[config.mk]
export PLATFORM = sky130hd
export DESIGN_NAME = ccd_ctrl
export DESIGN_NICKNAME = d
export VERILOG_FILES = /design/src/sv/ccd_pkg.sv /design/src/sv/ccd_ctrl.sv
export SDC_FILE = /design/constraint.sdc
export NUM_CORES = 1
export LEC_CHECK = 0
export BUFFER_PORTS_ARGS = -buffer_cell sky130_fd_sc_hd__buf_2
export CAP_MARGIN = 25
export CORE_AREA = 3 3 40 42
export CTS_CLUSTER_SIZE = 24
export DETAILED_ROUTE_END_ITERATION = 12
export DIE_AREA = 0 0 43 45
export SKIP_LAST_GASP = 1
export SYNTH_ARGS = -nofsm -noshare
export SYNTH_HDL_FRONTEND = slang
export SYNTH_SLANG_ARGS = --single-unit
export TNS_END_PERCENT = 20
[constraint.sdc]
create_clock -name clk -period 1.4 [get_ports clk]
set_input_delay 0.14 -clock clk [delete_from_list [all_inputs] [get_ports clk]]
set_output_delay 0.14 -clock clk [all_outputs]
set_load 0.1 [all_outputs]
[src/sv/ccd_pkg.sv]
// shared types and constants of the contact change detector
package ccd_pkg;

  localparam int BusCountDefault       = 8;
  localparam int ContactsPerBusDefault = 4096;

  // result kinds
  localparam logic [1:0] KIND_CHANGE = 2'd0;
  localparam logic [1:0] KIND_DATA   = 2'd1;
  localparam logic [1:0] KIND_NODATA = 2'd2;

  // configuration register select (paddr bit 2)
  localparam logic REG_WIDE = 1'b0;
  localparam logic REG_LSB  = 1'b1;

  // one contact table entry
  typedef struct packed {
    logic        known;
    logic        value;
    logic [31:0] stamp;
  } ccd_entry_t;

  // controller to datapath
  typedef struct packed {
    logic load;
    logic clear_step;
    logic scan_issue;
    logic flush;
    logic q_read;
    logic q_answer;
  } ccd_cmd_t;

  // datapath to controller
  typedef struct packed {
    logic clear_last;
    logic is_query;
    logic upd_ok;
    logic scan_last;
  } ccd_stat_t;

endpackage

[src/sv/ccd_ctrl.sv]
// sequencing state machine of the contact change detector
module ccd_ctrl
  import ccd_pkg::*;
(
  input  logic      clk,
  input  logic      rst_n,
  input  logic      start,
  input  ccd_stat_t stat,
  output ccd_cmd_t  cmd,
  output logic      busy
);

  typedef enum logic [2:0] {
    S_CLEAR,
    S_IDLE,
    S_START,
    S_SCAN,
    S_DRAIN,
    S_FINAL,
    S_QREAD,
    S_QANS
  } state_t;

  state_t state_r, state_nxt;
  logic   busy_r;

  always_comb begin
    state_nxt = state_r;
    cmd       = '0;
    unique case (state_r)
      S_CLEAR: begin
        cmd.clear_step = 1'b1;
        if (stat.clear_last) begin
          state_nxt = S_IDLE;
        end
      end
      S_IDLE: begin
        if (start) begin
          cmd.load  = 1'b1;
          state_nxt = S_START;
        end
      end
      S_START: begin
        if (stat.is_query) begin
          state_nxt = S_QREAD;
        end else if (stat.upd_ok) begin
          state_nxt = S_SCAN;
        end else begin
          state_nxt = S_IDLE;
        end
      end
      S_SCAN: begin
        cmd.scan_issue = 1'b1;
        if (stat.scan_last) begin
          state_nxt = S_DRAIN;
        end
      end
      S_DRAIN: begin
        state_nxt = S_FINAL;
      end
      S_FINAL: begin
        cmd.flush = 1'b1;
        state_nxt = S_IDLE;
      end
      S_QREAD: begin
        cmd.q_read = 1'b1;
        state_nxt  = S_QANS;
      end
      S_QANS: begin
        cmd.q_answer = 1'b1;
        state_nxt    = S_IDLE;
      end
      default: begin
        state_nxt = S_IDLE;
      end
    endcase
  end

  always_ff @(posedge clk) begin
    if (!rst_n) begin
      state_r <= S_CLEAR;
      busy_r  <= 1'b1;
    end else begin
      state_r <= state_nxt;
      busy_r  <= (state_nxt != S_IDLE);
    end
  end

  assign busy = busy_r;

endmodule

[Word-level counts from Yosys, hierarchy flattened]
Cells that the tools add are included.
Storage, ports and cells
  flip-flop bits (word level): 4
  word-level logic and storage cells: 25
  input bits: 7
  output and inout port bits: 7
Cells by class
  reduce and logical (&&, ||, !) cells: 2
  multiplexer cells: 13
  eq/ne operators: 8
Operators by type and width (count)
  3-bit one-hot mux with 7 select lines: 1
  3-bit == test (second input constant): 4
  3-bit two-way mux: 4
  1-bit two-way mux: 7
  3-bit by 2-bit == test with 1-bit output (second input constant): 2
  3-bit by 1-bit == test with 1-bit output (second input constant): 1
  3-bit zero test: 1
  3-bit by 1-bit inequality test with 1-bit output (second input constant): 1
  2-bit two-way mux: 1
  2-bit OR reduction: 1

[Longest topological paths before layout]
Gate-level depths: netlist of the first run.
  depth in word-level cells: 4
  gate-level depth with buffers: 5
  depth with buffers taken out: 4

[Worst setup path after synthesis of the first run]
Ideal clock, no wire load.
  path kind: register to output
  from: register state_r[1]
  to: output port cmd[1] (netlist name)
  stages on the path, launching flop included: 3
  arrival time: 2.684 ns
  slack: -1.424 ns
  required time: 1.260 ns
  buffers on the path: 0
  cells stage by stage: dfxtp_1 inv_2 nor3b_1
RTL lines
  start, declared: RTL line ccd_ctrl.sv:24  | state_t state_r, state_nxt;
  start signal, assigned: RTL line ccd_ctrl.sv:84  | state_r <= state_nxt;
  end, declared: RTL line ccd_ctrl.sv:9  | output ccd_cmd_t cmd,

==> run metrics, run 1 <==
Slew Limit Headroom 0.678; violation count after the first detailed-routing iteration 4; fill count around 140; share of post-route cells with drive strength above 1 0.568; Die Y-Extent 45 um; warnings from Yosys 0; gr usage total 0.0774; power spent charging and discharging nets roughly 0.00023 W; Routed Wire Length 610 um; post_cts resized 1; post-synthesis instance area 223 um2; total die area between 1500 and 2000 um2; vias in the first global route ~250; master cell of the clock root buffer sky130_fd_sc_hd__clkbuf_4; worst-margin pin slew about 0.49 ns; Synth area leader sky130_fd_sc_hd__dfxtp_1; Period minus WS final roughly 1.3 ns; class of the most critical hold timing path input pin to flip-flop; maximum net fanout on the critical path 5; Arr. time, crit path between 1 and 1.5 ns; Area growth, synth to finish 106%; count of cells along the worst register-to-register path 4; highest clock rate 745 MHz; ratio of final minimum period to clock period 0.959; last weighted congestion value of the routability-driven placer 0.722; cells after synthesis 29; max_cap viols 0; Hold WS between 0.15 and 0.2 ns; top cell type's share of synthesized area 0.360; count of final max-slew check failures 0; final worst setup slack around 0.058 ns; worst slack, placed around 0.12 ns; maximum level of the CTS H-tree 1; Chip Width 43 um; clock power share 0.272; via count between 200 and 300; sum of negative setup slack 0 ns; worst hold path stage count 2; average via count per standard cell around 4.3; initial core utilization 0.173; area occupied by registers 82.6 um2; clock input transition at the sequential cells of the worst setup and hold paths approximately 0.040 ns; endpoints failing setup 0; clock tree from TritonCTS yes; wire length of the first global-routing pass between 1000 and 1500 um; Fin. Hold Viols 0; critical path launch point type flip-flop; Yosys reg bits 4; iteration count of the initial detailed-routing pass 2; area taken by multi-input logic gates ~170 um2; antenna diode instance count 0; Required @ worst endpoint roughly 1.3 ns; setup repair after global routing missed its margin true; mean area per synthesized cell between 7 and 8 um2; CTS sink cnt 4; sequential area share after synthesis 0.360; worst clock skew between 0.0003 and 0.0004 ns; outcome complete, no violations; number of buffers on the longest clock path 2; Antenna Nets Post-Route 0; Top-Level Pins 14; WL/cell 10.3 um; endpoint class of the critical path output pin; clock insertion delay at the later pin of the skew report approximately 0.23 ns; cts hold-fix bufs 0; Logic pwr share 0.447; worst vdd ir around 500 uV; number of buffers added by the clock tree synthesis step 3; cells taking the most area after synthesis sky130_fd_sc_hd__dfxtp_1 (36%), sky130_fd_sc_hd__a21oi_1 (6.7%), sky130_fd_sc_hd__nor2_1 (6.7%), sky130_fd_sc_hd__and3_1 (5.6%), sky130_fd_sc_hd__nand2b_1 (5.6%); post-detailed-route DRC marker count 0; Core Region 1280 um2; remaining global-route overflow 0; Post-Syn Nets 36; number of buffers inserted to repair setup after CTS 0; number of distinct library cells after synthesis 16; Internal Pwr Total just over 0.0003 W; num rows 13; power density relative to cell area around 1200 nW/um2; Layout Nets 53; antenna violations before repair 0; Lkg Pwr ~0.18 nW; share of power burned in registers 0.282; Detailed Place HPWL between 400 and 500 um; number of buffers inserted by port buffering 13; maximum number of pins on one net before global-route repair 11; type of the worst setup path flip-flop to output pin; switch share 0.429
==> path summary, 6_finish.rpt <==
path / slack, ns / end / from
max: 0.06 / cmd[1] / state_r[2]$_SDFF_PN0_
min: 0.15 / state_r[2]$_SDFF_PN0_ / rst_n
max reg2reg: 0.22 / busy$_SDFF_PN1_ / state_r[1]$_SDFF_PN0_
min reg2reg: 0.63 / state_r[0]$_SDFF_PN0_ / state_r[2]$_SDFF_PN0_
==> routing by layer <==
metal  vias to the layer above  routed length, um  part of all wire  track usage
li1                        136                  -                 -            -
met1                       104                291              0.48       0.0916
met2                        11                260              0.43        0.105
met3                         0                 58             0.095       0.0199
met4                         0                  0                 0       0.0904
met5                         -                  0                 0            0
==> registers in the layout, summed over array words and instances (netlist names) <==
signal   count
state_r      3
busy         1
==> power groups by stage <==
stage	Sequential, W	Combinational [W]	Clock [W]
6_report	0.000151	0.000239	0.000145
4_1_cts	0.000150	0.000239	0.000154
3_3_place_gp	0.000150	0.000237	0
3_5_place_dp	0.000150	0.000238	0
2_1_floorplan	0.000169	0.000150	0
5_1_grt	0.000155	0.000250	0.000167
==> through the flow <==
| stage | power [W] | cells | utilization | cell area (um2) |
|---|---|---|---|---|
| final | 0.000535 | 59 | 0.357 | 459 |
| after global routing | 0.000571 | 59 | 0.357 | 459 |
| after CTS | 0.000543 | 59 | 0.354 | 455 |
| after detailed placement | 0.000388 | 56 | 0.336 | 432 |
| after global placement | 0.000388 | 56 | 0.336 | 432 |
| after floorplan | 0.000319 | 29 | - | 260 |
==> worst max-delay path: stages, from the launching register on <==
cell                      delay, ns
sky130_fd_sc_hd__dfxtp_1       0.38
sky130_fd_sc_hd__buf_4         0.17
sky130_fd_sc_hd__nor3b_4       0.22
sky130_fd_sc_hd__buf_12        0.20
==> placed cells by master, fill, tap and decap left out <==
cell type                  Yosys  routed
sky130_fd_sc_hd__buf_12        0       6
sky130_fd_sc_hd__nand2b_2      0       1
sky130_fd_sc_hd__nor3b_4       0       1
sky130_fd_sc_hd__nor2b_1       2       2
sky130_fd_sc_hd__nor3_1        2       1
sky130_fd_sc_hd__clkbuf_4      0       3
sky130_fd_sc_hd__buf_2         2       7
sky130_fd_sc_hd__nor3_4        0       1
sky130_fd_sc_hd__inv_2         1       1
sky130_fd_sc_hd__o21a_1        1       1
sky130_fd_sc_hd__a311oi_1      1       1
sky130_fd_sc_hd__a21oi_1       3       3
sky130_fd_sc_hd__o41ai_1       1       1
sky130_fd_sc_hd__buf_4         0       1
sky130_fd_sc_hd__nor2_4        0       2
sky130_fd_sc_hd__nand3_1       1       1
sky130_fd_sc_hd__dfxtp_2       0       2
sky130_fd_sc_hd__nand2b_1      2       1
sky130_fd_sc_hd__o32a_1        1       1
sky130_fd_sc_hd__nor2_1        4       2
sky130_fd_sc_hd__and3_1        2       2
sky130_fd_sc_hd__nand2_1       1       1
sky130_fd_sc_hd__dfxtp_1       4       2
==> layout make-up <==
type | count | area share
clock buffer | 3 | 0.0490
sequential | 4 | 0.180
multi-input combinational | 22 | 0.368
inverter | 1 | 0.00817
tap | 15 | 0.0409
timing repair buffer | 14 | 0.354
==> cells in the mapped netlist (all sizes together) <==
| cell | instances |
|---|---|
| o21a | 1 |
| nand2b | 2 |
| nand2 | 1 |
| a21oi | 3 |
| and3 | 2 |
| nor3 | 2 |
| a311oi | 1 |
| o41ai | 1 |
| nor3b | 1 |
| buf | 2 |
| inv | 1 |
| o32a | 1 |
| nor2b | 2 |
| dfxtp | 4 |
| nor2 | 4 |
| nand3 | 1 |
==> kinds of logic after synthesis <==
kind of cell | share of synthesized area
flops | 0.360
compound gates | 0.225
simple gates | 0.354
buf+inv | 0.0618
(Power assumes the default switching activity.)
==> run 2, diff against run 1 <==
- BUFFER_PORTS_ARGS: -buffer_cell sky130_fd_sc_hd__buf_2 -> -buffer_cell sky130_fd_sc_hd__buf_4
==> run metrics, run 2 (synthesis gave the netlist of run 1 again) <==
antenna violations before repair 0 (unchanged); sum of negative setup slack 0 ns (unchanged); Required @ worst endpoint 1.26 ns (about the same); Logic pwr share 0.445 (-0.002); cts hold-fix bufs 0 (unchanged); Internal Pwr Total 0.000293 W (-3.9%); critical path launch point type flip-flop; initial core utilization 0.173 (unchanged); Antenna Nets Post-Route 0 (unchanged); maximum number of pins on one net before global-route repair 9 (-2); num rows 13 (unchanged); wire length of the first global-routing pass 1060 um (-2.0%); number of buffers added by the clock tree synthesis step 3 (unchanged); worst clock skew 0.00188 ns (+0.00154 ns); Arr. time, crit path 1.25 ns (+0.05 ns); worst vdd ir 539 uV (+9.9%); vias in the first global route 260 (+3.6%); maximum net fanout on the critical path 6 (+1); power spent charging and discharging nets 0.000222 W (-3.4%); antenna diode instance count 0 (unchanged); last weighted congestion value of the routability-driven placer 0.715 (-1.0%); Top-Level Pins 14 (unchanged); clock insertion delay at the later pin of the skew report 0.23 ns (about the same); type of the worst setup path flip-flop to output pin; class of the most critical hold timing path input pin to flip-flop; ratio of final minimum period to clock period 0.990 (+0.0309); Area growth, synth to finish 89.9%; post-route standard cell area excluding fillers 423 um2 (-7.9%); outcome complete, no violations; share of power burned in registers 0.281 (about the same); violation count after the first detailed-routing iteration 1 (-3); worst-margin pin slew 0.262 ns (-0.224 ns); switch share 0.430 (+0.00134); clock input transition at the sequential cells of the worst setup and hold paths 0.04 ns (about the same); Fin. Hold Viols 0 (unchanged); average via count per standard cell 4.33 (+1.9%); endpoints failing setup 0 (unchanged); Routed Wire Length 620 um (+1.6%); Die Y-Extent 45 um (unchanged); remaining global-route overflow 0 (unchanged); Slew Limit Headroom 0.823 (+0.145); register ranked first by flip-flop count state_r; share of post-route cells with drive strength above 1 0.556 (-0.0126); via count 260 (+3.6%); Detailed Place HPWL 499 um (+5.3%); clock tree from TritonCTS yes; clock power share 0.274 (+0.002); Core Region 1280 um2 (unchanged); number of buffers on the longest clock path 2 (unchanged); max_cap viols 0 (unchanged); gr usage total 0.0758 (-0.00160); Layout Nets 54 (+1.9%); highest clock rate 722 MHz (-3.1%); CTS sink cnt 4 (unchanged); number of flip-flops in the largest register 3 (unchanged); total die area 1940 um2 (unchanged); master cell of the clock root buffer sky130_fd_sc_hd__clkbuf_4; iteration count of the initial detailed-routing pass 2 (unchanged); power density relative to cell area 1220 nW/um2 (+4.6%); most frequent standard cell in the layout excluding fill and tap cells sky130_fd_sc_hd__buf_4; count of final max-slew check failures 0 (unchanged); maximum level of the CTS H-tree 1 (unchanged); top library cells by usage in the layout, fill and taps aside sky130_fd_sc_hd__buf_4 (11), sky130_fd_sc_hd__buf_6 (4), sky130_fd_sc_hd__a21oi_1 (3), sky130_fd_sc_hd__dfxtp_1 (3), sky130_fd_sc_hd__clkbuf_4 (3); endpoint class of the critical path output pin; WL/cell 10.3 um (about the same); setup repair after global routing missed its margin true; number of buffers inserted by port buffering 13 (unchanged); Chip Width 43 um (unchanged); Lkg Pwr 0.178 nW (-2.5%); Period minus WS final 1.39 ns (+0.0433 ns); Placement Cell Area 382 um2 (-12%); post-detailed-route DRC marker count 0 (unchanged)
## run 2: cell count changes in the layout (fill, tap and decap cells not counted), sizes merged
cell	delta
buf	+1
## run 2: timing repair
action                     in CTS  in global routing
pin swaps                       0                  0
setup endpoints to repair       4                  4
cloned                          0                  0
setup buffers                   0                  0
resized for setup               1                  5
## run 2: final cells by class
type | instances | area [um2]
Timing Repair Buffer | 15 | 128
Fill cell | 141 | 862
Clock buffer | 3 | 22.5
Sequential cell | 4 | 81.3
Inverter | 1 | 3.75
Multi-Input combinational cell | 22 | 169
Tap cell | 15 | 18.8
## run 2: power groups by stage
stage	logic, W	clock network, W	registers, W
finish	0.000229	0.000141	0.000145
detailed placement	0.000226	0	0.000146
global placement	0.000226	0	0.000145
global route	0.000241	0.000151	0.000148
CTS	0.000226	0.000152	0.000145
floorplan	0.000150	0	0.000169
## run 2: path summary, 6_finish.rpt
check	start	end	slack, ns	cells past startpoint
min	rst_n	state_r[1]$_SDFF_PN0_	0.14	2
min reg2reg	state_r[1]$_SDFF_PN0_	state_r[0]$_SDFF_PN0_	0.67	2
max reg2reg	state_r[0]$_SDFF_PN0_	busy$_SDFF_PN1_	0.21	5
max	state_r[0]$_SDFF_PN0_	cmd[2]	0.01	3
## run 2: through the flow
step | utilization | cells | hold WS, ns | total power [W] | setup slack (ns)
floorplan | - | 29 | 0.268 | 0.000319 | -0.151
global placement | 0.297 | 57 | 0.377 | 0.000371 | 0.126
detailed placement | 0.297 | 57 | 0.376 | 0.000372 | 0.141
CTS | 0.315 | 60 | 0.133 | 0.000523 | -0.0577
global route | 0.329 | 60 | 0.165 | 0.000539 | -0.0420
finish | 0.329 | 60 | 0.142 | 0.000515 | 0.0144
## run 2: critical path, cell delays in order, from the launching register on
cell                      delay [ns]
sky130_fd_sc_hd__dfxtp_1        0.43
sky130_fd_sc_hd__buf_4          0.19
sky130_fd_sc_hd__and3_1         0.16
sky130_fd_sc_hd__buf_6          0.22
## run 2: metal layers
layer / track usage / part of all wire / up-vias
met5: 0 / 0 / -
met4: 0.0904 / 0.027 / 0
met3: 0.0120 / 0.082 / 2
met2: 0.114 / 0.42 / 13
met1: 0.0845 / 0.47 / 108
li1: - / - / 137
==> run 3, diff against run 2 <==
- CORE_AREA: 3 3 40 42 -> 2 2 39 41
- DIE_AREA: 0 0 43 45 -> 0 0 41 43
- SKIP_LAST_GASP: 1 -> unset
- SLEW_MARGIN: unset -> 10
==> run metrics, run 3 (synthesis gave the netlist of run 1 again) <==
outcome complete, no violations; violation count after the first detailed-routing iteration 3 (+2); count of final max-slew check failures 0 (unchanged); worst r2r src state_r[1]$_SDFF_PN0_; type of the worst setup path flip-flop to output pin; master cell of the clock root buffer sky130_fd_sc_hd__clkbuf_4; max_cap viols 0 (unchanged); CP Cell Sequence nand2b_1 -> nor2_4 -> buf_6; Register-to-Register Setup Slack 0.24 ns (+0.03 ns); last weighted congestion value of the routability-driven placer 0.680 (-5.0%); Fin. Hold Viols 0 (unchanged); buffer and inverter count on the worst path 1 (-1); Routed Wire Length 554 um (-11%); iteration count of the initial detailed-routing pass 2 (unchanged); largest stage delay on the critical path 0.36 ns (-0.07 ns); via count 260 (unchanged); total die area 1760 um2 (-8.9%); Arr. time, crit path 1.21 ns (-0.04 ns); power density relative to cell area 1230 nW/um2 (+0.70%); sum of negative setup slack 0 ns (unchanged); clock insertion delay at the later pin of the skew report 0.23 ns (about the same); number of buffers on the longest clock path 2 (unchanged); Antenna Nets Post-Route 0 (unchanged); maximum number of pins on one net before global-route repair 10 (+1); endpoint class of the critical path output pin; Required @ worst endpoint 1.26 ns (about the same); number of buffers inserted by port buffering 13 (unchanged); stages on the worst setup path 3 (unchanged); endpoints failing setup 0 (unchanged); kind of cell with the highest combined delay on the critical path simple AND/OR/NAND/NOR gates; antenna violations before repair 0 (unchanged); Die Y-Extent 43 um (-4.4%); register ranked first by flip-flop count state_r; number of buffers added by the clock tree synthesis step 3 (unchanged); final worst setup slack 0.0509 ns (+0.0366 ns); Slew Limit Headroom 0.821 (-0.00237); clock input transition at the sequential cells of the worst setup and hold paths 0.04 ns (about the same); WL/cell 9.23 um (-11%); most frequent standard cell in the layout excluding fill and tap cells sky130_fd_sc_hd__buf_4; worst slack, placed 0.141 ns (+0.000235 ns); vias in the first global route 245 (-5.8%); Detailed Place HPWL 452 um (-9.4%); Area growth, synth to finish 87.1%; slowest cell on the critical path sky130_fd_sc_hd__dfxtp_2; share of post-route cells with drive strength above 1 0.568 (+0.0126); setup repair after global routing missed its margin true; remaining global-route overflow 0 (unchanged); highest clock rate 741 MHz (+2.7%); worst-margin pin slew 0.265 ns (+0.00351 ns); num rows 14 (+1); Layout Nets 53 (-1.9%); Critical path destination cmd[3]; Top-Level Pins 14 (unchanged); top library cells by usage in the layout, fill and taps aside sky130_fd_sc_hd__buf_4 (10), sky130_fd_sc_hd__buf_6 (4), sky130_fd_sc_hd__a21oi_1 (3), sky130_fd_sc_hd__clkbuf_4 (3), sky130_fd_sc_hd__dfxtp_2 (3); fill count 158 (+12%); Period minus WS final 1.35 ns (-0.0366 ns); wire length of the first global-routing pass 952 um (-9.8%); Post-Route Utilization 0.301 (-0.0280); number of flip-flops in the largest register 3 (unchanged); Critical R2R Capture busy$_SDFF_PN1_; critical path launch point type flip-flop; Lkg Pwr 0.174 nW (-2.6%); gr usage total 0.0813 (+0.00549); maximum net fanout on the critical path 9 (+3); Core Region 1380 um2 (+7.7%); clock tree from TritonCTS yes; ratio of final minimum period to clock period 0.964 (-0.0261); average via count per standard cell 4.33 (unchanged); maximum level of the CTS H-tree 1 (unchanged); Critical Path Start state_r[2]$_SDFF_PN0_; initial core utilization 0.161 (-0.0124); worst clock skew 0.0000459 ns (-0.00184 ns); Chip Width 41 um (-4.7%); number of buffers inserted to repair setup after CTS 0 (unchanged); count of cells along the worst register-to-register path 4 (-1); worst vdd ir 585 uV (+8.6%); antenna diode instance count 0 (unchanged); post-detailed-route DRC marker count 0 (unchanged); class of the most critical hold timing path input pin to flip-flop; CTS sink cnt 4 (unchanged)
## run 3: changes by cell type in the layout (fill, tap and decap cells not counted)
cell | previous run | this run
sky130_fd_sc_hd__dfxtp_2 | 1 | 3
sky130_fd_sc_hd__nand2b_1 | 1 | 2
sky130_fd_sc_hd__buf_4 | 11 | 10
sky130_fd_sc_hd__dfxtp_1 | 3 | 1
sky130_fd_sc_hd__nand2b_2 | 1 | 0
## run 3: metrics by stage
| step | area (um2) | cells | hold WS [ns] | power [W] |
|---|---|---|---|---|
| 6_report | 417 | 60 | 0.140 | 0.000511 |
| 5_1_grt | 417 | 60 | 0.154 | 0.000545 |
| 4_1_cts | 415 | 60 | 0.136 | 0.000522 |
| 3_5_place_dp | 375 | 57 | 0.382 | 0.000369 |
| 3_3_place_gp | 375 | 57 | 0.378 | 0.000369 |
| 2_1_floorplan | 260 | 29 | 0.268 | 0.000319 |
## run 3: power breakdown
group | total, W | switching [W] | internal (W)
sequential | 0.000146 | 0.0000169 | 0.000129
combinational | 0.000225 | 0.000157 | 0.0000673
clock | 0.000140 | 0.0000446 | 0.0000957
## run 3: worst reg2reg max path, cell delays in order, from the launching register on
cell	delay (ns)
sky130_fd_sc_hd__dfxtp_2	0.41
sky130_fd_sc_hd__nand2b_1	0.23
sky130_fd_sc_hd__o21a_1	0.14
sky130_fd_sc_hd__o32a_1	0.17
sky130_fd_sc_hd__nand3_1	0.09
## run 3: layer usage
metal  track usage  vias up  routed length [um]
met1        0.0900      116                 235
li1              -      135                   -
met3        0.0366        0                  47
met4        0.0600        0                   0
met5             0        -                   0
met2         0.116        9                 271
## run 3: area by class of cell
cell class	count	area [um2]	area share
Clock buffer	3	22.5	0.0541
Multi-Input combinational cell	22	166	0.399
Sequential cell	4	83.8	0.201
Tap cell	16	20.0	0.0480
Timing Repair Buffer	14	120	0.288
Inverter	1	3.75	0.00901
## run 3: worst min-delay path by stage
| stage | start | to | slack [ns] | cells after the start |
|---|---|---|---|---|
| 6_report | rst_n | state_r[1]$_SDFF_PN0_ | 0.14 | 2 |
| 5_1_grt | rst_n | state_r[1]$_SDFF_PN0_ | 0.15 | 2 |
| 4_1_cts | rst_n | state_r[1]$_SDFF_PN0_ | 0.14 | 2 |
| 3_5_place_dp | rst_n | state_r[1]$_SDFF_PN0_ | 0.38 | 2 |
| 3_3_place_gp | rst_n | state_r[2]$_SDFF_PN0_ | 0.38 | 2 |
| 2_1_floorplan | rst_n | state_r[2]$_SDFF_PN0_ | 0.27 | 1 |
## run 3: what timing repair did
| action | 4_1_cts | 5_1_grt |
|---|---|---|
| resized for setup | 6 | 1 |
| gates cloned | 0 | 0 |
| hold buffers | 0 | 0 |
| endpoints found under the setup margin | 4 | 4 |
